$ cat src/hdl/cst_pkg.sv
// shared types, codes and helpers for the call state table
// no dependencies; used by the interfaces, the result queue and the top level
package cst_pkg;

    localparam int FUNC_W   = 3;
    localparam int UNIT_W   = 6;
    localparam int NOTICE_W = 3;

    // event codes
    localparam logic [FUNC_W-1:0] FN_REGISTER = 3'd0;
    localparam logic [FUNC_W-1:0] FN_PICKUP   = 3'd1;
    localparam logic [FUNC_W-1:0] FN_HANGUP   = 3'd2;
    localparam logic [FUNC_W-1:0] FN_DIAL     = 3'd3;
    localparam logic [FUNC_W-1:0] FN_CHAT     = 3'd4;

    // line states, also notice codes
    localparam logic [NOTICE_W-1:0] NT_ON_HOOK   = 3'd0;
    localparam logic [NOTICE_W-1:0] NT_RINGING   = 3'd1;
    localparam logic [NOTICE_W-1:0] NT_DIAL_TONE = 3'd2;
    localparam logic [NOTICE_W-1:0] NT_RING_BACK = 3'd3;
    localparam logic [NOTICE_W-1:0] NT_CONNECTED = 3'd4;
    localparam logic [NOTICE_W-1:0] NT_ERROR     = 3'd5;
    localparam logic [NOTICE_W-1:0] NT_BUSY      = 3'd6;
    localparam logic [NOTICE_W-1:0] NT_CHAT      = 3'd7;

    // one table entry
    typedef struct packed {
        logic                registered;
        logic [UNIT_W-1:0]   peer;
        logic [NOTICE_W-1:0] line;
    } t_entry;

    // one notice
    typedef struct packed {
        logic [UNIT_W-1:0]   dest_unit;
        logic [NOTICE_W-1:0] notice;
        logic                status;
        logic                last;
    } t_result;

    // notices handed to the result queue in one cycle
    typedef struct packed {
        logic [1:0] cnt;
        t_result    a;
        t_result    b;
    } t_push;

    function automatic t_result mk_res(logic [UNIT_W-1:0] dest, logic [NOTICE_W-1:0] nt,
                                       logic st, logic lst);
        t_result r;
        r.dest_unit = dest;
        r.notice    = nt;
        r.status    = st;
        r.last      = lst;
        return r;
    endfunction

endpackage

$ cat src/hdl/cst_if.sv
// request and notice channels of the call state table
// depends on cst_pkg for field widths
interface cst_in_if;
    logic                             valid;
    logic                             ready;
    logic [cst_pkg::FUNC_W-1:0]       func;
    logic [cst_pkg::UNIT_W-1:0]       unit;
    logic [cst_pkg::UNIT_W-1:0]       target_unit;
    logic                             target_given;

    modport source (output valid, func, unit, target_unit, target_given, input ready);
    modport sink   (input valid, func, unit, target_unit, target_given, output ready);
endinterface

interface cst_out_if;
    logic                             valid;
    logic                             ready;
    logic [cst_pkg::UNIT_W-1:0]       dest_unit;
    logic [cst_pkg::NOTICE_W-1:0]     notice;
    logic                             status;
    logic                             last;

    modport source (output valid, dest_unit, notice, status, last, input ready);
    modport sink   (input valid, dest_unit, notice, status, last, output ready);
endinterface

$ cat src/hdl/call_state_table.sv
// call state table: keeps UNITS telephone units, each with a registered flag,
// a line state and a peer, in one single-port table memory with a registered
// read. An event touching only its own unit reads it, then writes it back; an
// event that also touches the peer or dialed target reads the unit, reads the
// partner, writes the unit and writes the partner, all serialized on the one
// table port, except a dial whose target turns out unregistered or not on
// hook, which writes the unit back as busy and ends there. Notices go to a
// four-deep queue, so a new request is taken while earlier notices wait, as
// long as the queue holds two or fewer. After reset a clearing pass writes
// every entry to zero, during which no request is taken.
// depends on cst_pkg, cst_if and cst_res_fifo
module call_state_table #(
    parameter int UNITS = 64
) (
    input  logic       i_clk,
    input  logic       i_rst_n,
    cst_in_if.sink     i_req,
    cst_out_if.source  o_res
);

    localparam int AW = $clog2(UNITS);
    localparam logic [AW-1:0] LAST_ADDR = AW'(UNITS - 1);

    localparam logic [2:0] S_CLEAR = 3'd0;
    localparam logic [2:0] S_IDLE  = 3'd1;
    localparam logic [2:0] S_UNIT  = 3'd2;  // unit entry on read port
    localparam logic [2:0] S_PART  = 3'd3;  // partner entry on read port
    localparam logic [2:0] S_WB    = 3'd4;  // partner write back

    // table memory
    cst_pkg::t_entry mem [UNITS];
    cst_pkg::t_entry r_rdata;
    logic            mem_we;
    logic [AW-1:0]   mem_addr;
    cst_pkg::t_entry mem_wdata;

    logic [2:0]                  r_state, n_state;
    logic [AW-1:0]               r_clr_addr;
    logic [cst_pkg::FUNC_W-1:0]  r_func;
    logic [cst_pkg::UNIT_W-1:0]  r_unit;
    logic [cst_pkg::UNIT_W-1:0]  r_tgt;
    logic                        r_given;
    cst_pkg::t_entry             r_uw, n_uw;         // unit entry kept across partner read
    logic [AW-1:0]               r_w2_addr, n_w2_addr;
    cst_pkg::t_entry             r_w2_data, n_w2_data;

    cst_pkg::t_push push;
    logic           room;
    logic           accept;
    logic           unit_ok;
    logic           tgt_ok;

    assign i_req.ready = (r_state == S_IDLE) && room;
    assign accept      = i_req.valid && i_req.ready;
    assign unit_ok     = (32'(r_unit) < 32'(UNITS));
    assign tgt_ok      = (32'(r_tgt) < 32'(UNITS)) && (r_tgt != r_unit);

    always_ff @(posedge i_clk) begin
        if (mem_we) begin
            mem[mem_addr] <= mem_wdata;
        end
        r_rdata <= mem[mem_addr];
    end

    always_comb begin
        cst_pkg::t_entry uw;
        cst_pkg::t_entry vw;
        cst_pkg::t_entry ew;
        logic [cst_pkg::NOTICE_W-1:0] ps;

        uw        = r_rdata;
        vw        = r_rdata;
        ew        = r_uw;
        ps        = cst_pkg::NT_DIAL_TONE;
        mem_we    = 1'b0;
        mem_addr  = AW'(r_unit);
        mem_wdata = r_uw;
        push      = '0;
        n_state   = r_state;
        n_uw      = r_uw;
        n_w2_addr = r_w2_addr;
        n_w2_data = r_w2_data;

        unique case (r_state)
            S_CLEAR: begin
                mem_we    = 1'b1;
                mem_addr  = r_clr_addr;
                mem_wdata = '0;
                if (r_clr_addr == LAST_ADDR) begin
                    n_state = S_IDLE;
                end
            end
            S_IDLE: begin
                // read the acting unit as the request is taken
                mem_addr = AW'(i_req.unit);
                if (accept) begin
                    n_state = S_UNIT;
                end
            end
            S_UNIT: begin
                n_uw     = uw;
                n_state  = S_IDLE;
                push.cnt = 2'd1;
                push.a   = cst_pkg::mk_res(r_unit, uw.line, 1'b0, 1'b1);
                ew       = uw;
                if (r_func > cst_pkg::FN_CHAT || !unit_ok) begin
                    push.a = cst_pkg::mk_res(r_unit, cst_pkg::NT_ERROR, 1'b1, 1'b1);
                end else if (r_func != cst_pkg::FN_REGISTER && !uw.registered) begin
                    push.a.status = 1'b1;
                end else begin
                    unique case (r_func)
                        cst_pkg::FN_REGISTER: begin
                            ew.registered = 1'b1;
                            mem_we        = 1'b1;
                            mem_wdata     = ew;
                        end
                        cst_pkg::FN_PICKUP: begin
                            if (uw.line == cst_pkg::NT_ON_HOOK) begin
                                ew.line     = cst_pkg::NT_DIAL_TONE;
                                mem_we      = 1'b1;
                                mem_wdata   = ew;
                                push.a.notice = cst_pkg::NT_DIAL_TONE;
                            end else if (uw.line == cst_pkg::NT_RINGING) begin
                                push.cnt = 2'd0;
                                mem_addr = AW'(uw.peer);
                                n_state  = S_PART;
                            end
                        end
                        cst_pkg::FN_HANGUP: begin
                            if (uw.line == cst_pkg::NT_CONNECTED ||
                                uw.line == cst_pkg::NT_RINGING ||
                                uw.line == cst_pkg::NT_RING_BACK) begin
                                push.cnt = 2'd0;
                                mem_addr = AW'(uw.peer);
                                n_state  = S_PART;
                            end else begin
                                ew.line       = cst_pkg::NT_ON_HOOK;
                                mem_we        = 1'b1;
                                mem_wdata     = ew;
                                push.a.notice = cst_pkg::NT_ON_HOOK;
                            end
                        end
                        cst_pkg::FN_DIAL: begin
                            if (uw.line != cst_pkg::NT_DIAL_TONE) begin
                                push.a.notice = uw.line;
                            end else if (!r_given) begin
                                ew.line   = cst_pkg::NT_ERROR;
                                mem_we    = 1'b1;
                                mem_wdata = ew;
                                push.a    = cst_pkg::mk_res(r_unit, cst_pkg::NT_ERROR,
                                                            1'b1, 1'b1);
                            end else if (!tgt_ok) begin
                                ew.line       = cst_pkg::NT_BUSY;
                                mem_we        = 1'b1;
                                mem_wdata     = ew;
                                push.a.notice = cst_pkg::NT_BUSY;
                            end else begin
                                // need the target's flag and state
                                push.cnt = 2'd0;
                                mem_addr = AW'(r_tgt);
                                n_state  = S_PART;
                            end
                        end
                        cst_pkg::FN_CHAT: begin
                            if (uw.line == cst_pkg::NT_CONNECTED) begin
                                push.cnt = 2'd2;
                                push.a   = cst_pkg::mk_res(r_unit, cst_pkg::NT_CONNECTED,
                                                           1'b0, 1'b0);
                                push.b   = cst_pkg::mk_res(uw.peer, cst_pkg::NT_CHAT,
                                                           1'b0, 1'b1);
                            end else begin
                                push.a.status = 1'b1;
                            end
                        end
                        default: begin
                            push.a = cst_pkg::mk_res(r_unit, cst_pkg::NT_ERROR, 1'b1, 1'b1);
                        end
                    endcase
                end
            end
            S_PART: begin
                // partner entry now on the read port; write the unit back
                mem_we   = 1'b1;
                mem_addr = AW'(r_unit);
                n_state  = S_WB;
                vw       = r_rdata;
                ew       = r_uw;
                push.cnt = 2'd2;
                case (r_func)
                    cst_pkg::FN_PICKUP: begin
                        ew.line        = cst_pkg::NT_CONNECTED;
                        n_w2_addr      = AW'(r_uw.peer);
                        n_w2_data      = vw;
                        n_w2_data.line = cst_pkg::NT_CONNECTED;
                        push.a = cst_pkg::mk_res(r_unit, cst_pkg::NT_CONNECTED, 1'b0, 1'b0);
                        push.b = cst_pkg::mk_res(r_uw.peer, cst_pkg::NT_CONNECTED,
                                                 1'b0, 1'b1);
                    end
                    cst_pkg::FN_HANGUP: begin
                        ps = (r_uw.line == cst_pkg::NT_RING_BACK) ? cst_pkg::NT_ON_HOOK
                                                                 : cst_pkg::NT_DIAL_TONE;
                        ew.line        = cst_pkg::NT_ON_HOOK;
                        ew.peer        = '0;
                        n_w2_addr      = AW'(r_uw.peer);
                        n_w2_data      = vw;
                        n_w2_data.line = ps;
                        n_w2_data.peer = '0;
                        push.a = cst_pkg::mk_res(r_unit, cst_pkg::NT_ON_HOOK, 1'b0, 1'b0);
                        push.b = cst_pkg::mk_res(r_uw.peer, ps, 1'b0, 1'b1);
                    end
                    default: begin
                        // dial with a candidate target
                        if (!vw.registered || vw.line != cst_pkg::NT_ON_HOOK) begin
                            ew.line  = cst_pkg::NT_BUSY;
                            push.cnt = 2'd1;
                            push.a   = cst_pkg::mk_res(r_unit, cst_pkg::NT_BUSY, 1'b0, 1'b1);
                            n_state  = S_IDLE;
                        end else begin
                            ew.line        = cst_pkg::NT_RING_BACK;
                            ew.peer        = r_tgt;
                            n_w2_addr      = AW'(r_tgt);
                            n_w2_data      = vw;
                            n_w2_data.line = cst_pkg::NT_RINGING;
                            n_w2_data.peer = r_unit;
                            push.a = cst_pkg::mk_res(r_unit, cst_pkg::NT_RING_BACK,
                                                     1'b0, 1'b0);
                            push.b = cst_pkg::mk_res(r_tgt, cst_pkg::NT_RINGING, 1'b0, 1'b1);
                        end
                    end
                endcase
                mem_wdata = ew;
            end
            S_WB: begin
                mem_we    = 1'b1;
                mem_addr  = r_w2_addr;
                mem_wdata = r_w2_data;
                n_state   = S_IDLE;
            end
            default: begin
                n_state = S_IDLE;
            end
        endcase
    end

    // request capture and working registers
    always_ff @(posedge i_clk) begin
        if (accept) begin
            r_func  <= i_req.func;
            r_unit  <= i_req.unit;
            r_tgt   <= i_req.target_unit;
            r_given <= i_req.target_given;
        end
        r_uw      <= n_uw;
        r_w2_addr <= n_w2_addr;
        r_w2_data <= n_w2_data;
    end

    // control state and clearing sweep
    always_ff @(posedge i_clk) begin
        if (!i_rst_n) begin
            r_state    <= S_CLEAR;
            r_clr_addr <= '0;
        end else begin
            r_state <= n_state;
            if (r_state == S_CLEAR) begin
                r_clr_addr <= r_clr_addr + 1'b1;
            end
        end
    end

    cst_res_fifo u_res_fifo (
        .i_clk   (i_clk),
        .i_rst_n (i_rst_n),
        .i_push  (push),
        .o_room  (room),
        .o_res   (o_res)
    );

endmodule

$ cat src/hdl/cst_res_fifo.sv
// four-deep notice queue, takes up to two notices a cycle
// depends on cst_pkg and cst_out_if
module cst_res_fifo (
    input  logic            i_clk,
    input  logic            i_rst_n,
    input  cst_pkg::t_push  i_push,
    output logic            o_room,
    cst_out_if.source       o_res
);

    cst_pkg::t_result r_buf [4];
    logic [1:0]       r_head;
    logic [1:0]       r_tail;
    logic [2:0]       r_cnt;
    logic             pop;
    logic [1:0]       tail_b;

    assign pop    = o_res.valid && o_res.ready;
    assign tail_b = r_tail + 2'd1;
    // room for a whole event's notices
    assign o_room = (r_cnt <= 3'd2);

    assign o_res.valid     = (r_cnt != 3'd0);
    assign o_res.dest_unit = r_buf[r_head].dest_unit;
    assign o_res.notice    = r_buf[r_head].notice;
    assign o_res.status    = r_buf[r_head].status;
    assign o_res.last      = r_buf[r_head].last;

    always_ff @(posedge i_clk) begin
        if (i_push.cnt != 2'd0) begin
            r_buf[r_tail] <= i_push.a;
        end
        if (i_push.cnt == 2'd2) begin
            r_buf[tail_b] <= i_push.b;
        end
    end

    always_ff @(posedge i_clk) begin
        if (!i_rst_n) begin
            r_head <= '0;
            r_tail <= '0;
            r_cnt  <= '0;
        end else begin
            r_tail <= r_tail + i_push.cnt;
            if (pop) begin
                r_head <= r_head + 2'd1;
            end
            r_cnt <= r_cnt + {1'b0, i_push.cnt} - {2'b0, pop};
        end
    end

endmodule
$ cat src/flat_wrapper.sv
// flat-port wrapper written by rule: the top's interface ports become plain ports
module call_state_table_flat 
#(
    parameter int UNITS = 64
)
  (i_clk, i_rst_n, i_req_valid, i_req_func, i_req_unit, i_req_target_unit, i_req_target_given, i_req_ready, o_res_valid, o_res_dest_unit, o_res_notice, o_res_status, o_res_last, o_res_ready);
  cst_in_if i_req_i ();
  cst_out_if o_res_i ();
  input  logic i_clk;
  input  logic i_rst_n;
  input wire logic [$bits(i_req_i.valid)-1:0] i_req_valid;
  input wire logic [$bits(i_req_i.func)-1:0] i_req_func;
  input wire logic [$bits(i_req_i.unit)-1:0] i_req_unit;
  input wire logic [$bits(i_req_i.target_unit)-1:0] i_req_target_unit;
  input wire logic [$bits(i_req_i.target_given)-1:0] i_req_target_given;
  output wire logic [$bits(i_req_i.ready)-1:0] i_req_ready;
  output wire logic [$bits(o_res_i.valid)-1:0] o_res_valid;
  output wire logic [$bits(o_res_i.dest_unit)-1:0] o_res_dest_unit;
  output wire logic [$bits(o_res_i.notice)-1:0] o_res_notice;
  output wire logic [$bits(o_res_i.status)-1:0] o_res_status;
  output wire logic [$bits(o_res_i.last)-1:0] o_res_last;
  input wire logic [$bits(o_res_i.ready)-1:0] o_res_ready;
  assign i_req_i.valid = i_req_valid;
  assign i_req_i.func = i_req_func;
  assign i_req_i.unit = i_req_unit;
  assign i_req_i.target_unit = i_req_target_unit;
  assign i_req_i.target_given = i_req_target_given;
  assign i_req_ready = i_req_i.ready;
  assign o_res_valid = o_res_i.valid;
  assign o_res_dest_unit = o_res_i.dest_unit;
  assign o_res_notice = o_res_i.notice;
  assign o_res_status = o_res_i.status;
  assign o_res_last = o_res_i.last;
  assign o_res_i.ready = o_res_ready;
  call_state_table #(.UNITS(UNITS)) u_core (.i_clk(i_clk), .i_rst_n(i_rst_n), .i_req(i_req_i), .o_res(o_res_i));
endmodule
$ cat config.mk
export PLATFORM = sky130hd
export DESIGN_NAME = call_state_table_flat
export DESIGN_NICKNAME = d
export VERILOG_FILES = /design/src/hdl/cst_pkg.sv /design/src/hdl/cst_if.sv /design/src/hdl/call_state_table.sv /design/src/hdl/cst_res_fifo.sv /design/src/flat_wrapper.sv
export SDC_FILE = /design/constraint.sdc
export NUM_CORES = 1
export LEC_CHECK = 0
export BUFFER_PORTS_ARGS = -buffer_cell sky130_fd_sc_hd__buf_2
export CORE_UTILIZATION = 29
export CTS_CLUSTER_SIZE = 25
export DETAILED_ROUTE_END_ITERATION = 8
export GPL_TIMING_DRIVEN = 0
export PLACE_DENSITY = 0.51
export RECOVER_POWER = 25
export SYNTH_ARGS = -nofsm -noshare
export SYNTH_HDL_FRONTEND = slang
export SYNTH_HIERARCHICAL = 1
export SYNTH_SLANG_ARGS = --single-unit
$ cat constraint.sdc
create_clock -name i_clk -period 6.5 [get_ports i_clk]
set_clock_uncertainty 0.2 [all_clocks]
set_input_delay 1.3 -clock i_clk [delete_from_list [all_inputs] [get_ports i_clk]]
set_output_delay 1.3 -clock i_clk [all_outputs]
set_load 0.1 [all_outputs]
# Word-level counts from Yosys, hierarchy flattened
# Memory sizes are Yosys's and may differ from the RTL's. A register that Yosys moved wholly into a read port is not among the register bits.
# Cells that the tools add are included.
[totals] register_bits=58 latchBits=0 mem_bits_rw=684 romBits=0 in_bits=20 output_inout_bits=13 memories=2
[op_classes] addsub=6 n_mul=0 n_div=0 n_lt_le_gt_ge=2 n_eq_ne=20 shift=0 muxes=92 bitwise_logic=0 reduce_logical=21
[memory_table] name="u_core.mem" words=64 width=10 rd=1 rd_ports_with_merged_regs=1 wr=1 line="call_state_table.sv:31" rtl="cst_pkg::t_entry mem [UNITS];"
[memory_table] name="u_core.u_res_fifo.r_buf" words=4 width=11 rd=1 rd_ports_with_merged_regs=1 wr=2 line="cst_res_fifo.sv:11" rtl="cst_pkg::t_result r_buf [4];"
[ops] operator="10-bit two-way mux" count=8
[ops] operator="10-bit one-hot mux with 4 select lines" count=2
[ops] operator="11-bit two-way mux" count=6
[ops] operator="6-bit two-way mux" count=11
[ops] operator="24-bit one-hot mux with 2 select lines" count=1
[ops] operator="3-bit two-way mux" count=15
[ops] operator="16-bit one-hot mux with 2 select lines" count=1
[ops] operator="12-bit two-way mux" count=2
[ops] operator="2-bit two-way mux" count=12
[ops] operator="6-bit one-hot mux with 2 select lines" count=2
[ops] operator="6-bit one-hot mux with 4 select lines" count=1
[ops] operator="10-bit one-hot mux with 2 select lines" count=1
[ops] operator="1-bit two-way mux" count=19
[ops] operator="3-bit by 2-bit == test with 1-bit output (second input constant)" count=6
[ops] operator="6-bit one-hot mux with 3 select lines" count=1
[ops] operator="3-bit one-hot mux with 5 select lines" count=1
[ops] operator="3-bit one-hot mux with 4 select lines" count=1
[ops] operator="3-bit by 1-bit == test with 1-bit output (second input constant)" count=3
[ops] operator="3-bit == test (second input constant)" count=3
[ops] operator="3-bit logical NOT" count=3
[ops] operator="3-bit one-hot mux with 3 select lines" count=1
[ops] operator="3-bit nonzero test" count=3
[ops] operator="8-bit two-way mux" count=1
[ops] operator="2-bit one-hot mux with 4 select lines" count=1
[ops] operator="other kinds (26)" count=36

# Depth between registers and ports, before layout
# Gate-level depths: netlist (run 1).
[logic_depth] ltp_word=11 ltp_mapped=16 ltp_nobuf=12

# Modules after synthesis
# The synthesis (run 1) kept the hierarchy.
[modules_own_cells] mod="call_state_table" n_inst=1 cells_each=1782 area_each_um2=28285.9
[modules_own_cells] mod="cst_res_fifo" n_inst=1 cells_each=155 area_each_um2=2766.4

# Least setup slack after synthesis (run 1)
# OpenSTA, ideal clock, no wires.
[synth_timing] path_kind="flip-flop to flip-flop" from="register u_core/r_func[0] in the netlist's numbering" to="memory u_core/mem[0][5] in the netlist's numbering (data pin)" setup_time_ps=702 arrival_time_ps=4705 slack_ps=893 stages_incl_launch_ff=11 n_path_buf=2 synth_period_minus_slack_ps=5607 path_cell_list="edfxtp_1 -> buf_2 -> or3b_2 -> inv_1 -> clkbuf_1 -> nor2_1 -> nand3_1 -> nor2_1 -> nand2_1 -> o211a_1 -> o21ai_0"
[synth_lines] element="start: declaration" line="call_state_table.sv:39" rtl="logic [cst_pkg::FUNC_W-1:0] r_func;"
[synth_lines] element="start signal: assignment" line="call_state_table.sv:248" rtl="r_func <= i_req.func;"
[synth_lines] element="end: declaration" line="call_state_table.sv:31"

# Worst setup path after layout (run 1)
[layout_timing] from="register u_core/r_rdata[0] (netlist name)" to="memory u_core/mem[25][9] in the netlist's numbering (enable)"
[layout_via] elab_chain_len=10
[layout_rtl] element="3-bit == test / 3-bit by 1-bit == test with 1-bit output (equally long branches)" line="call_state_table.sv:130, call_state_table.sv:123, call_state_table.sv:131"
[layout_rtl] element="1-bit logical OR" line="call_state_table.sv:130" rtl="if (uw.line == cst_pkg::NT_CONNECTED ||"
[layout_rtl] element="1-bit logical OR" line="call_state_table.sv:131" rtl="uw.line == cst_pkg::NT_RINGING ||"
[layout_rtl] element="1-bit two-way mux" line="call_state_table.sv:130"
[layout_rtl] element="1-bit one-hot mux with 4 select lines" line="call_state_table.sv:111" rtl="unique case (r_func)"
[layout_rtl] element="1-bit two-way mux" line="call_state_table.sv:108" rtl="end else if (r_func != cst_pkg::FN_REGISTER && !uw.registered) begin"
[layout_rtl] element="1-bit two-way mux" line="call_state_table.sv:106" rtl="if (r_func > cst_pkg::FN_CHAT || !unit_ok) begin"
[layout_rtl] element="1-bit one-hot mux with 2 select lines" line="call_state_table.sv:84" rtl="unique case (r_state)"
[layout_rtl] element="1-bit two-way mux" line="call_state_table.sv:59" rtl="if (mem_we) begin"
[layout_rtl] element="1-bit two-way mux (implied by the code)" line="call_state_table.sv:60" rtl="mem[mem_addr] <= mem_wdata;"
# Several ways; a longest one is shown, not always the timed one.

==> impl_summary.md, run 1 <==
Setup path
The gate family responsible for the most delay along the worst path is simple AND/OR/NAND/NOR gates. Counting buffers and inverters, the worst setup path is 11 cells deep. The endpoint kind of the worst setup timing path is a flop. For the worst setup path, the data arrival time is 6.97 ns. The cell with the biggest individual delay on the critical path is sky130_fd_sc_hd__nor2_1. The category of the critical setup timing path is reg -> reg. The cell repeated most along the worst path is sky130_fd_sc_hd__clkbuf_1. For the worst setup path, the data required time is 6.57 ns. The top fanout value on the critical path is 10. The startpoint type of the worst setup path is a flop. On the worst path, the slowest cell contributes a delay of approximately 1.1 ns. The critical path goes through buf_6 -> nor3b_2 -> nand2b_1 -> a2111oi_4 -> o22a_1 -> o2111a_1 -> buf_2 -> clkbuf_1 -> clkbuf_1 -> nand2_1 -> nor2_1. Counting both buffers and inverters, the worst setup path holds a total of 4. For the worst flop-to-flop path, the logic depth is 11.

Global route
The largest net degree at the start of global routing is 39. After global routing the overflow that remains totals 0. The number of antenna violations at the first check in global routing is 4. The first global-routing pass estimated between 150000 and 200000 um of wire. Across every metal layer, demand over resource in global routing totals around a fifth. The via count of the first global-routing pass came to ~20k.

Run
Max-cap violations in this run came to 5.

Finish
The finished layout holds 3538 standard cells, fillers aside. The number of antenna diodes is 0. The post-route netlist has approximately 18% of its cells at a drive strength greater than 1. The net count reported at finish is 2108.

The area of all sequential standard cells is 0.0224 sq mm. The filler cell count in the final layout is 10.2k. The area of combinational cells with multiple inputs is about 0.0081 sq mm. Compared with the post-synthesis result, the final layout area differs by 15.3%.

Place
After legalization and detailed placement, the total HPWL measured 75400 um. The number of buffers added on ports is 32. The final weighted congestion in routability-driven placement is 0.952.

The post-placement setup slack is -0.259 ns. The placed instance count is about 3.4k.

Die
The die width is between 300 and 400 um. The number of primary I/O pins is 33. The effective utilization at floorplan is roughly 29%. The area of the core is 0.106 sq mm. The die covers 0.108 sq mm. Row generation in the floorplan step produced about 120 rows.

Measured along the y axis, the die boundary spans 329 um.

Synthesis
The synthesized design contains 726 enable-type register cells. The synthesized instance count is around 1.9k. Sequential cells were found to cover slightly above 70% of the synthesized design area. For this run, the leading register cell type out of synthesis is sky130_fd_sc_hd__edfxtp_1. Counting flops with an async set or reset pin after synthesis yields a share of 0%. Counting instances in the post-synthesis netlist gives the leading cell types as sky130_fd_sc_hd__edfxtp_1, sky130_fd_sc_hd__a22oi_1, sky130_fd_sc_hd__nor2_1, sky130_fd_sc_hd__mux2_2, sky130_fd_sc_hd__nand2_1. In this run the mean area of a mapped cell was 16.0 sq um. The post-synthesis sequential element count is 754. The area of the mapped netlist is 0.0311 sq mm.

The count of cell types in the netlist is 100. For this run, the number of Yosys warnings is 6. By area the synthesized netlist is led by sky130_fd_sc_hd__edfxtp_1, sky130_fd_sc_hd__a22oi_1, sky130_fd_sc_hd__mux2_2, sky130_fd_sc_hd__dfxtp_1, sky130_fd_sc_hd__a222oi_1. In the post-synthesis netlist, the cell with the most instances is sky130_fd_sc_hd__edfxtp_1. The cell type contributing the most total cell area after synthesis is sky130_fd_sc_hd__edfxtp_1. The share of Yosys cell area claimed by the top area cell type is between 70% and 80%.

STA
Timing would allow up to 0.145 GHz. The final-report max-slew violation count was 122. The share of the clock period used by the worst path after layout is 106%. Setup repair after global routing could not meet its margin everywhere. The minimum clock period after layout is 6.90 ns. The final-report hold violation count came to 0. The normalized max-slew margin is -30.2%. After layout, the worst setup slack is -0.398 ns. At the pin with the least slew margin, the transition time is 1.95 ns. The tightest hold path in the finished design has a slack of approximately 0.25 ns.

The setup-violating endpoint count in the final report is between 100 and 150.

Routing
Before antenna repair, the detailed router went through 8 iterations. For this block, the initial DRC count from the detailed router was 2986. After detailed routing, the number of remaining DRC violations is 9.

The routed length per instance is 32.7 um. In the routed layout, each cell is associated on average with a via count of approximately 5.8. The detailed router placed 20.4k vias in this run.

The total detailed-routing wirelength is 116000 um. The count of nets left with antenna violations after detail routing is 0.

CTS
After clock tree synthesis, the clock-pin slew on the worst setup and hold paths is 0.06 ns. The number of H-tree branching levels is 3. The cell at the root of the clock tree is sky130_fd_sc_hd__clkbuf_16. The clock latency reported for the late side of the worst-skew pair is roughly 0.67 ns. The sink count of the clock tree is between 700 and 800. The clock passes through at most 3 buffers. TritonCTS built the clock tree.

The count of buffers added by post-CTS timing repair for setup is 0. After clock tree synthesis, the flow added hold-fix buffers numbering 0. The total clock buffers created by CTS is 81.

Outcome
The flow ran to the end, but the final reports show violations. The final reports fail on design-rule violations, max-capacitance violations, max-slew violations, negative setup slack.

Min path
The path class of the tightest hold or removal check is reg -> reg. The cell depth of the worst min-delay path is 2.

Power and ir drop
The reported leakage power is 11.8 nW. The highest ir drop seen on vdd is ~0.00018 V. The ratio of total power to cell area is slightly above 300 mW/mm^2.
path summary, 6_finish.rpt:
path / from / to / slack [ns]
setup reg to reg: u_core/r_rdata[0] / u_core/mem[25][9] / -0.40
hold / removal: u_core/u_res_fifo/r_head[1] / flop / 0.25
hold reg to reg: u_core/u_res_fifo/r_head[1] / flop / 0.25
setup / recovery: u_core/r_rdata[0] / u_core/mem[25][9] / -0.40
power breakdown:
part / leakage, nW / total [W] / internal (W) / switching (W)
clock: 1.26 / 0.00451 / 0.00252 / 0.00199
combinational: 3.12 / 0.00114 / 0.000274 / 0.000866
sequential: 7.39 / 0.00536 / 0.00531 / 0.0000504
total: 11.8 / 0.0110 / 0.00810 / 0.00291
flip-flops by register name, summed over array words and instances (netlist names), named ones only:
signal / cells
u_core/r_w2_addr: 6
u_core/r_rdata: 10
u_core/u_res_fifo/r_cnt: 3
u_core/u_res_fifo/r_head: 2
u_core/r_tgt: 6
u_core/r_given: 1
u_core/u_res_fifo/r_buf: 44
u_core/r_func: 3
u_core/u_res_fifo/r_tail: 2
u_core/r_w2_data: 10
u_core/mem: 640
u_core/r_clr_addr: 6
u_core/r_unit: 6
u_core/r_state: 3
u_core/r_uw: 10
worst reg2reg max path, cell delays in order, from the launching register on:
cell,delay [ns]
sky130_fd_sc_hd__dfxtp_1,0.33
sky130_fd_sc_hd__buf_6,0.15
sky130_fd_sc_hd__nor3b_2,0.39
sky130_fd_sc_hd__nand2b_1,0.19
sky130_fd_sc_hd__a2111oi_4,0.57
sky130_fd_sc_hd__o22a_1,0.33
sky130_fd_sc_hd__o2111a_1,0.24
sky130_fd_sc_hd__buf_2,0.34
sky130_fd_sc_hd__clkbuf_1,1.01
sky130_fd_sc_hd__clkbuf_1,0.84
sky130_fd_sc_hd__nand2_1,0.81
sky130_fd_sc_hd__nor2_1,1.12
per-layer routing:
layer / part of all wire [%] / global-route usage, %
met5: 0.056 / 0
met4: 4.0 / 8.30
met3: 9.5 / 4.24
met2: 46 / 33.3
met1: 40 / 28.3
metrics by stage:
| stage | area [sq um] | setup TNS (ns) | util (%) | power [W] |
|---|---|---|---|---|
| finish | 35800 | -17.46 | 33.9 | 0.0110 |
| global route | 35800 | -5.28 | 33.9 | 0.0113 |
| CTS | 36000 | -4.09 | 34.0 | 0.0110 |
| detailed placement | 33400 | -15.75 | 31.6 | 0.00658 |
| global placement | 33000 | -1115.64 | 31.2 | 0.00657 |
| floorplan | 31100 | 0 | - | 0.00610 |
cell type report:
cell class / count / share of cell area (%)
well taps: 1391 / 4.86
clock buffers: 98 / 5.93
multi-input cells: 1038 / 22.5
clock inverters: 50 / 1.26
plain buffers: 120 / 1.72
repair buffers: 60 / 1.03
flip-flops and latches: 754 / 62.4
inverters: 27 / 0.286
cells by family after synthesis:
family / count (synthesis) / synth area share (%)
AOI/OAI and AO/OA: 484 / 12.1
xor gates and xnor gates: 12 / 0.427
adders and majority gates: 6 / 0.266
buffers and inverters: 148 / 2.35
DFF: 754 / 72.0
muxes: 163 / 6.66
other: 1 / 0.0121
and+or+nand+nor: 369 / 6.16
cells in the final DEF, fill, tap and decap left out, drive strengths merged, types with 19 or more instances in the layout:
cell type and n:
a22oi 182, buf 89, a21oi 48, nand3 36, inv 28, a22o 19, clkbuf 189, nand4 32
edfxtp 726, o211ai 57, dfxtp 28, nor3 21, a222oi 45, nand2 79, clkinv 41, mux2 140
o21ai 40, nor2 112
what timing repair did:
item | 4_1_cts | 5_1_grt
endpoints found under the setup margin | 80 | 70
pin swaps | 0 | 0
gates resized for setup | 2 | 3
Power figures use the tool's default switching activity.
==> run 2: changes to the inputs <==
- clock period: 6.5 -> 6.55 ns (I/O delays scaled with it)
==> run 2 against run 1 <==
  * The run still ends with design-rule violations, max-capacitance violations, max-slew violations, negative setup slack left
  * Worst hold slack is essentially flat
  * Total power shrank 0.75%
  * Count of clock-buffer cells in the layout is the same
  * Die area is the same
  * Critical path type unchanged
  * Highest routed layer unchanged
==> impl_summary.md, run 2 (same netlist as run 1, synthesis figures left out) <==
STA
The final-report max-slew violation count is 132. Setup repair after global routing could not meet its margin everywhere. The final-report hold violation count was 0. The share of the clock period used by the worst path after layout is 105%.

The minimum clock period after layout is 6.86 ns. Once routing completed, OpenROAD measured the worst setup slack at -0.306 ns. The highest attainable clock frequency is 0.146 GHz. The normalized max-slew margin is -28.3%. Setup violations remaining at the end of the flow were counted as 68. The total negative slack for setup checks is -14.41 ns. For the pin with the worst max-slew slack, the measured transition is 1.92 ns. Across all hold checks on the routed design, the worst slack comes to 0.248 ns.

Global route
Entering global routing, the biggest net connects 39 pins. The first global-routing pass estimated 159000 um of wire. In the global route stage, overall resource usage came out at 21.0%. The remaining global-route overflow is 0. The via count of the first global-routing pass is between 15k and 20k.

The number of antenna violations at the first check in global routing is 4.

Setup path
Along the worst path, the maximum fanout reaches 10. The worst endpoint data arrival time is approximately 6.9 ns. The capturing point of the worst reg2reg path is u_core/mem[49][3]. The endpoint kind of the worst setup timing path is a flop. STA classifies the critical path startpoint as a flop. The category of the critical setup timing path is reg -> reg.

The worst register-to-register path begins at u_core/r_rdata[0]. The critical path required time is 6.61 ns. Across all register-to-register paths, the minimum setup slack is -0.31 ns. The worst register-to-register path has a depth of 11.

Power and ir drop
The reported leakage power is 11.8 nW. The worst-case IR drop observed on VDD is 0.000183 V. The ratio of total power to cell area is 305 mW/mm^2.

CTS
The count of buffers added by post-CTS timing repair for setup is 0. The total clock buffers created by CTS is 81. Counting along the longest clock path gives a buffer depth of 3. CTS built an H-tree with a depth of 3. The clock latency reported for the late side of the worst-skew pair is 0.67 ns.

The cell at the root of the clock tree is sky130_fd_sc_hd__clkbuf_16. The clock transition time at the flip-flop clock pins of the worst setup and hold paths is 0.06 ns. The tree built by TritonCTS fans out to 754 sinks. The clock tree from TritonCTS is yes.

The count of hold-fix buffers inserted at cts is 0.

Die
The number of primary I/O pins is 33. The die covers 0.108 sq mm. For this configuration, the core starts out at a cell density of 29.4%. The area of the core is 0.106 sq mm. The floorplan step set the die width to 329 um. The height of the chip is between 300 and 400 um. The initialized floorplan defines roughly 120 standard-cell rows.

Routing
In the final routed layout, each cell accounts on average for 32.8 um. The first routing iteration left 2952 violations. The total number of vias is 20.3k. The count of nets left with antenna violations after detail routing is 0. The total detailed-routing wirelength is about 120000 um.

The number of detailed-routing iterations run before antenna repair is 9. The mean number of vias per cell is 5.74. The post-route DRC violation count is 9.

Min path
The classification of the worst-slack hold path is reg -> reg. The worst hold path was traced through 2 stages. The startpoint of the tightest hold check path is u_core/u_res_fifo/r_head[1].

Finish
The register ranked first by flip-flop count is u_core/mem. The area of all sequential standard cells is 0.0224 sq mm. In the final layout, the multi-input gates occupy roughly 0.0080 sq mm. In the layout the commonest cells are sky130_fd_sc_hd__edfxtp_1, sky130_fd_sc_hd__a22oi_1, sky130_fd_sc_hd__nor2_1, sky130_fd_sc_hd__clkbuf_1, sky130_fd_sc_hd__clkbuf_16. The most frequent standard cell in the layout excluding fill and tap cells is sky130_fd_sc_hd__edfxtp_1. Counting the fill cells in the layout gives 10.2k. The largest registers in the layout are u_core/mem x640, u_core/u_res_fifo/r_buf x44. Relative to the synthesized area, the layout overhead comes to 15.3%.

The number of cells in the finished layout apart from fillers is 3538. The number of antenna diodes is 0. The post-route netlist has around 18% of its cells at a drive strength greater than 1. The flip-flop count of the largest register after layout is 640.

The net count reported at finish is 2108.

Place
Routability-driven placement finished with a final weighted congestion of 0.952. Buffers placed on the I/O ports in this run total 32. The total half-perimeter wirelength after legalization and detailed placement is 75400 um.

The placed instance count is 3391.

Outcome
The final reports fail on design-rule violations, max-capacitance violations, max-slew violations, negative setup slack. The flow ran to the end, but the final reports show violations.

Run
The number of maximum-capacitance violations is 7.
## run 2: changes by cell type in the layout (fill, tap and decap cells not counted)
cell                       delta
sky130_fd_sc_hd__clkbuf_1     -1
sky130_fd_sc_hd__nor2_1       +3
sky130_fd_sc_hd__buf_4        +1
sky130_fd_sc_hd__nor2_2       -3
## run 2: worst max path at each step
stage,from,end,cells past startpoint
5_1_grt,u_core/r_rdata[0],u_core/mem[1][4],11
3_5_place_dp,i_req_unit[1],u_core/mem[33][8],11
4_1_cts,u_core/r_rdata[0],u_core/mem[25][9],11
2_1_floorplan,u_core/r_func[0],u_core/mem[0][5],10
6_report,u_core/r_rdata[0],u_core/mem[49][3],11
3_3_place_gp,u_core/r_func[1],u_core/mem[11][5],10
## run 2: per-layer routing
metal,vias up,wire [um],GRT usage [%]
met2,1269,53200,33.3
met5,-,13,0
met3,255,11300,4.24
li1,8196,-,-
met1,10600,46500,28.3
met4,2,4930,8.30
## run 2: report_power, final
part | internal (W) | total, W | switching [W] | leakage, nW
Combinational | 0.000271 | 0.00113 | 0.000862 | 3.12
Sequential | 0.00527 | 0.00532 | 0.0000500 | 7.39
Clock | 0.00250 | 0.00447 | 0.00198 | 1.26
## run 2: metrics by stage
stage | instance area, sq um | setup slack [ns] | utilization [%] | power, W
6_report | 35800 | -0.306 | 33.9 | 0.0109
5_1_grt | 35800 | -0.189 | 33.9 | 0.0112
4_1_cts | 36000 | -0.0574 | 34.0 | 0.0110
3_5_place_dp | 33400 | -0.219 | 31.6 | 0.00653
3_3_place_gp | 33000 | -3.82 | 31.2 | 0.00652
2_1_floorplan | 31100 | 0.943 | - | 0.00605
## run 2: timing repair
item                       4_1_cts  5_1_grt
gates resized for setup          2        0
setup endpoints to repair       53       60
hold endpoints to repair         0        0
cloned                           0        0
## run 2: critical path: stages, from the launching register on
cell	delay (ns)
sky130_fd_sc_hd__dfxtp_1	0.33
sky130_fd_sc_hd__buf_6	0.15
sky130_fd_sc_hd__nor3b_2	0.38
sky130_fd_sc_hd__nand2b_1	0.18
sky130_fd_sc_hd__a2111oi_4	0.56
sky130_fd_sc_hd__o22a_1	0.33
sky130_fd_sc_hd__o2111a_1	0.24
sky130_fd_sc_hd__buf_2	0.35
sky130_fd_sc_hd__clkbuf_1	0.96
sky130_fd_sc_hd__clkbuf_1	0.82
sky130_fd_sc_hd__nand2_1	0.77
sky130_fd_sc_hd__nor2_1	1.14
## run 2: area by class of cell
class / instances / area share [%]
Multi-Input combinational cell: 1038 / 22.5
Inverter: 27 / 0.287
Tap cell: 1391 / 4.86
Timing Repair Buffer: 60 / 1.04
Clock buffer: 98 / 5.93
Sequential cell: 754 / 62.4
Clock inverter: 50 / 1.26
Buffer: 120 / 1.72
